<file path="src/design/rop_pkg.sv">
`timescale 1ns / 1ps
// ---------------------------------------------------------------------------
// rop_pkg
// Shared types and codes of the integer reduction operator ALU.
// ---------------------------------------------------------------------------
package rop_pkg;

    localparam int unsigned ValW = 64;
    localparam int unsigned LocW = 32;
    localparam int unsigned HalfW = ValW / 2;
    localparam int unsigned CfgIdxW = 4;
    localparam int unsigned CfgDataW = 4;
    localparam int unsigned WidthW = 7;

    typedef enum logic [3:0] {
        OP_SUM    = 4'd0,
        OP_PROD   = 4'd1,
        OP_BAND   = 4'd2,
        OP_BOR    = 4'd3,
        OP_BXOR   = 4'd4,
        OP_LAND   = 4'd5,
        OP_LOR    = 4'd6,
        OP_LXOR   = 4'd7,
        OP_MAX    = 4'd8,
        OP_MIN    = 4'd9,
        OP_MAXLOC = 4'd10,
        OP_MINLOC = 4'd11
    } t_op;

    typedef enum logic [CfgIdxW-1:0] {
        CFG_OPERATION = 4'd0,
        CFG_FORMAT    = 4'd1
    } t_cfg_idx;

    typedef enum logic [1:0] {
        FMT_W8  = 2'd0,
        FMT_W16 = 2'd1,
        FMT_W32 = 2'd2,
        FMT_W64 = 2'd3
    } t_fmt_width;

    typedef struct packed {
        logic [3:0] op;
        logic       fmt_signed;
        logic [1:0] fmt_width;
    } t_cfg;

    typedef struct packed {
        logic [ValW-1:0]        incoming_value;
        logic [ValW-1:0]        accum_value;
        logic signed [LocW-1:0] incoming_loc;
        logic signed [LocW-1:0] accum_loc;
        logic                   last;
    } t_item;

    // partial products travel separately so the final add sits after a register
    typedef struct packed {
        logic [ValW-1:0]        value;
        logic signed [LocW-1:0] loc;
        logic                   last;
        logic                   is_prod;
        logic [ValW-1:0]        mask;
        logic [ValW-1:0]        pp_low;
        logic [HalfW-1:0]       pp_cross_a;
        logic [HalfW-1:0]       pp_cross_b;
    } t_mid;

endpackage

</file>
<file path="src/design/rop_cfg.sv">
`timescale 1ns / 1ps
// ---------------------------------------------------------------------------
// rop_cfg
// Operation and element format registers behind a plain write port.
// ---------------------------------------------------------------------------
module rop_cfg (
    input  logic                           i_clk,
    input  logic                           i_rst_n,
    input  logic                           i_cfg_we,
    input  logic [rop_pkg::CfgIdxW-1:0]    i_cfg_idx,
    input  logic [rop_pkg::CfgDataW-1:0]   i_cfg_data,
    output rop_pkg::t_cfg                  o_cfg
);
    import rop_pkg::*;

    t_cfg r_cfg;
    t_cfg n_cfg;

    always_comb begin
        n_cfg = r_cfg;
        if (i_cfg_we) begin
            case (i_cfg_idx)
                CFG_OPERATION: n_cfg.op = i_cfg_data[3:0];
                CFG_FORMAT: begin
                    n_cfg.fmt_width  = i_cfg_data[1:0];
                    n_cfg.fmt_signed = i_cfg_data[2];
                end
                default: ;  // unknown index: ignored
            endcase
        end
    end

    always_ff @(posedge i_clk) begin
        if (!i_rst_n) begin
            r_cfg <= '0;
        end else begin
            r_cfg <= n_cfg;
        end
    end

    assign o_cfg = r_cfg;

endmodule

</file>
<file path="config.mk">
export PLATFORM = sky130hd
export DESIGN_NAME = rop_cfg
export DESIGN_NICKNAME = d
export VERILOG_FILES = /design/src/design/rop_pkg.sv /design/src/design/rop_cfg.sv
export SDC_FILE = /design/constraint.sdc
export NUM_CORES = 1
export LEC_CHECK = 0
export ABC_AREA = 1
export BUFFER_PORTS_ARGS = -buffer_cell sky130_fd_sc_hd__buf_4
export CAP_MARGIN = 20
export CORE_AREA = 4 4 41 43
export DETAILED_ROUTE_END_ITERATION = 7
export DIE_AREA = 0 0 45 47
export SLEW_MARGIN = 15
export SYNTH_ARGS = -nofsm -noshare
export SYNTH_HDL_FRONTEND = slang
export SYNTH_SLANG_ARGS = --single-unit
</file>
<file path="constraint.sdc">
create_clock -name i_clk -period 1.4 [get_ports i_clk]
set_input_delay 0 -clock i_clk [delete_from_list [all_inputs] [get_ports i_clk]]
set_output_delay 0 -clock i_clk [all_outputs]
set_load 0.05 [all_outputs]
</file>
==> results.yml <==
setup_path:
  startpoint: "o_cfg[5]$_SDFFE_PN0P_"
  worstSetupEndpointType: "primary output"
  critPathKind: "flip-flop to primary output"
  crit_required_ns: 1.40
  crit_fanout: 2
  ff2ff_setup_slack_ns: 0.80
  cp.arrival_ns: 0.78
  cp-start-kind: "flip-flop"
  slowest_stage: "dfxtp_1"
  ff2ff_path_depth: 4
  cp_top_family: "flip-flops"
  r2r-end: "o_cfg[3]$_SDFFE_PN0P_"
  cp-endpoint: "o_cfg[5]"
  path_depth: 1
  crit_chain: "buf_4"
  reg2reg_from: "o_cfg[3]$_SDFFE_PN0P_"
  crit_path_max_incr_delay_ns: 0.33
  crit_buf_inv: 1
status:
  status: "finished clean"
logic_synthesis:
  synth-edff-count: 0
  synthAdderAreaFrac: 0
  synthSimpleGateAreaFrac: 0.425
  yosys_warnings: 0
  synthDistinctLibCells: 9
  yosysTopAreaCellShare: 0.356
  synth.mux.area_fraction: 0
  yosys_register_bits: 7
  synthArstFlopShare: 0
  synth.area.top_cells: "dfxtp_1 36%, inv_1 20%, nand2_1 14%"
  synth_top_family_by_area: "simple AND/OR/NAND/NOR gates"
  syn_inst: 63
  syn_nets: 74
  synth_flop_cell: "dfxtp_1"
  synth_compound_area_frac: 0
  yosys.area.top_type: "dfxtp_1"
  synthTopCellsByCount: "21 x inv_1, 15 x nand2_1, 8 x nor2_1"
  yosysSeqAreaShare: 0.356
  syn_avg_cell_area_um2: 6.26
  yosysMostFrequentCell: "inv_1"
  synthXorXnorAreaFrac: 0
  syn-cell-area_um2: 394
die:
  die_x_um: 45
  initial_core_util: 0.303
  fp-row-count: 13
  core_um2: 1300
  die_y_um: 47
  pin_count: 18
  dieArea_um2: 2120
clock_tree:
  post_cts_resize_count: 0
  cts_setup_buffers: 0
  cts.sinks: 7
  numCtsBuffers: 3
  clk_latency_ns: 0.25
  ctsRootBufferMaster: "clkbuf_4"
  postCtsHoldBufs: 0
  clk_pin_slew_worst_paths_ns: 0.05
  cts_tree: "done"
  clock_path_buffers: 2
  htree_levels: 1
timing:
  timing_hold_violations_final: 0
  setup_slack_ns: 0.619
  final.setup_skew_ns: 0
  relSlewSlack: 0.854
  fin_tns_setup_ns: 0
  max_freq_ghz: 1.28
  finalCritPeriodShare: 0.558
  finalSetupViolCount: 0
  worstMarginPinSlew_ns: 0.219
  holdWs_ns: 0.0231
  rsz0062_at_grt: "false"
  min_period_ns: 0.781
  drv_slew: 0
pwr:
  p_per_area_nw_per_um2: 847
  leakagePower_nw: 0.309
  vdd_drop_max_mv: 0.399
  fin_total_pwr_mw: 0.474
detailed_routing:
  wl_met3_um: 77
  vias: 420
  met2_length_um: 373
  drt_first_pass_iters: 2
  postRouteAntennaNets: 0
  wl_per_cell_um: 8.57
  drc_errors: 0
  vias_per_cell: 4.29
  highest_layer: "met4"
  wirelength_met1_um: 344
  finalWirelength_um: 840
  drt_iter0_drc: 3
layout:
  syn2layout_area_growth_pct: 41.9
  largest_reg_flops: 7
  diodes: 0
  final_area_um2: 559
  final_cells: 98
  drive_gt1_frac: 0.289
  nets: 95
  fin_util: 0.430
flow_run:
  max-cap-violations: 0
global_route:
  grt_use_total: 0.0974
  grt_start_max_net_pins: 10
  grt_pass1_wl_um: 1400
  grt_pass1_vias: 356
  antenna_found_initial: 0
  grt_remaining_overflow: 0
place:
  gp_congestion: 0.722
  post_dp_cell_area_um2: 533
  hpwl_um: 687
  post-place-ws_ns: 0.662
  portBuffers: 17
  dp.cells: 94
min_path:
  worstHoldPathType: "primary input to flip-flop"
==> area by class of cell <==
type / count / area, um^2
clock buffer: 4 / 26.3
fill: 163 / 742
inverter: 21 / 78.8
multi-input combinational: 34 / 168
sequential: 7 / 140
tap: 15 / 18.8
timing repair buffer: 17 / 128
==> worst min-delay path by stage <==
stage                     startpoint               endpoint  slack (ns)  cells after the start
after floorplan              i_rst_n  o_cfg[6]$_SDFFE_PN0P_        0.12                      2
after global placement       i_rst_n  o_cfg[0]$_SDFFE_PN0P_        0.28                      3
after detailed placement     i_rst_n  o_cfg[0]$_SDFFE_PN0P_        0.29                      3
after CTS                    i_rst_n  o_cfg[6]$_SDFFE_PN0P_        0.02                      3
after global routing         i_rst_n  o_cfg[0]$_SDFFE_PN0P_       0.008                      3
final                        i_rst_n  o_cfg[0]$_SDFFE_PN0P_        0.02                      3
==> power by group <==
group / total (mW) / internal (mW) / switching [mW] / leakage, nW
clock: 0.182 / 0.109 / 0.0729 / 0.0150
combinational: 0.0859 / 0.0355 / 0.0504 / 0.238
sequential: 0.206 / 0.204 / 0.00211 / 0.0566
==> logic make-up (layout without fill, tap and decap cells) <==
kind of cell	after synthesis	in the layout
buf+inv	22	42
flops	7	7
simple gates	34	34
==> cell usage in the layout, fill, tap and decap left out, drive strengths merged <==
cell and n:
nand4 7, clkbuf 4, nand3 2, nand2 15, dfxtp 7, nor2 10
buf 17, inv 21
==> tightest hold or removal path, stage by stage <==
cell and delay, ns:
buf_4 0.14, nand2_1 0.06, nor2_1 0.03
==> per-layer routing <==
layer,vias to the layer above,global-route usage
li1,224,-
met1,174,0.0984
met2,17,0.144
met3,5,0.0307
met4,0,0.123
met5,-,0
No activity file was read; power rests on OpenSTA's default activity.
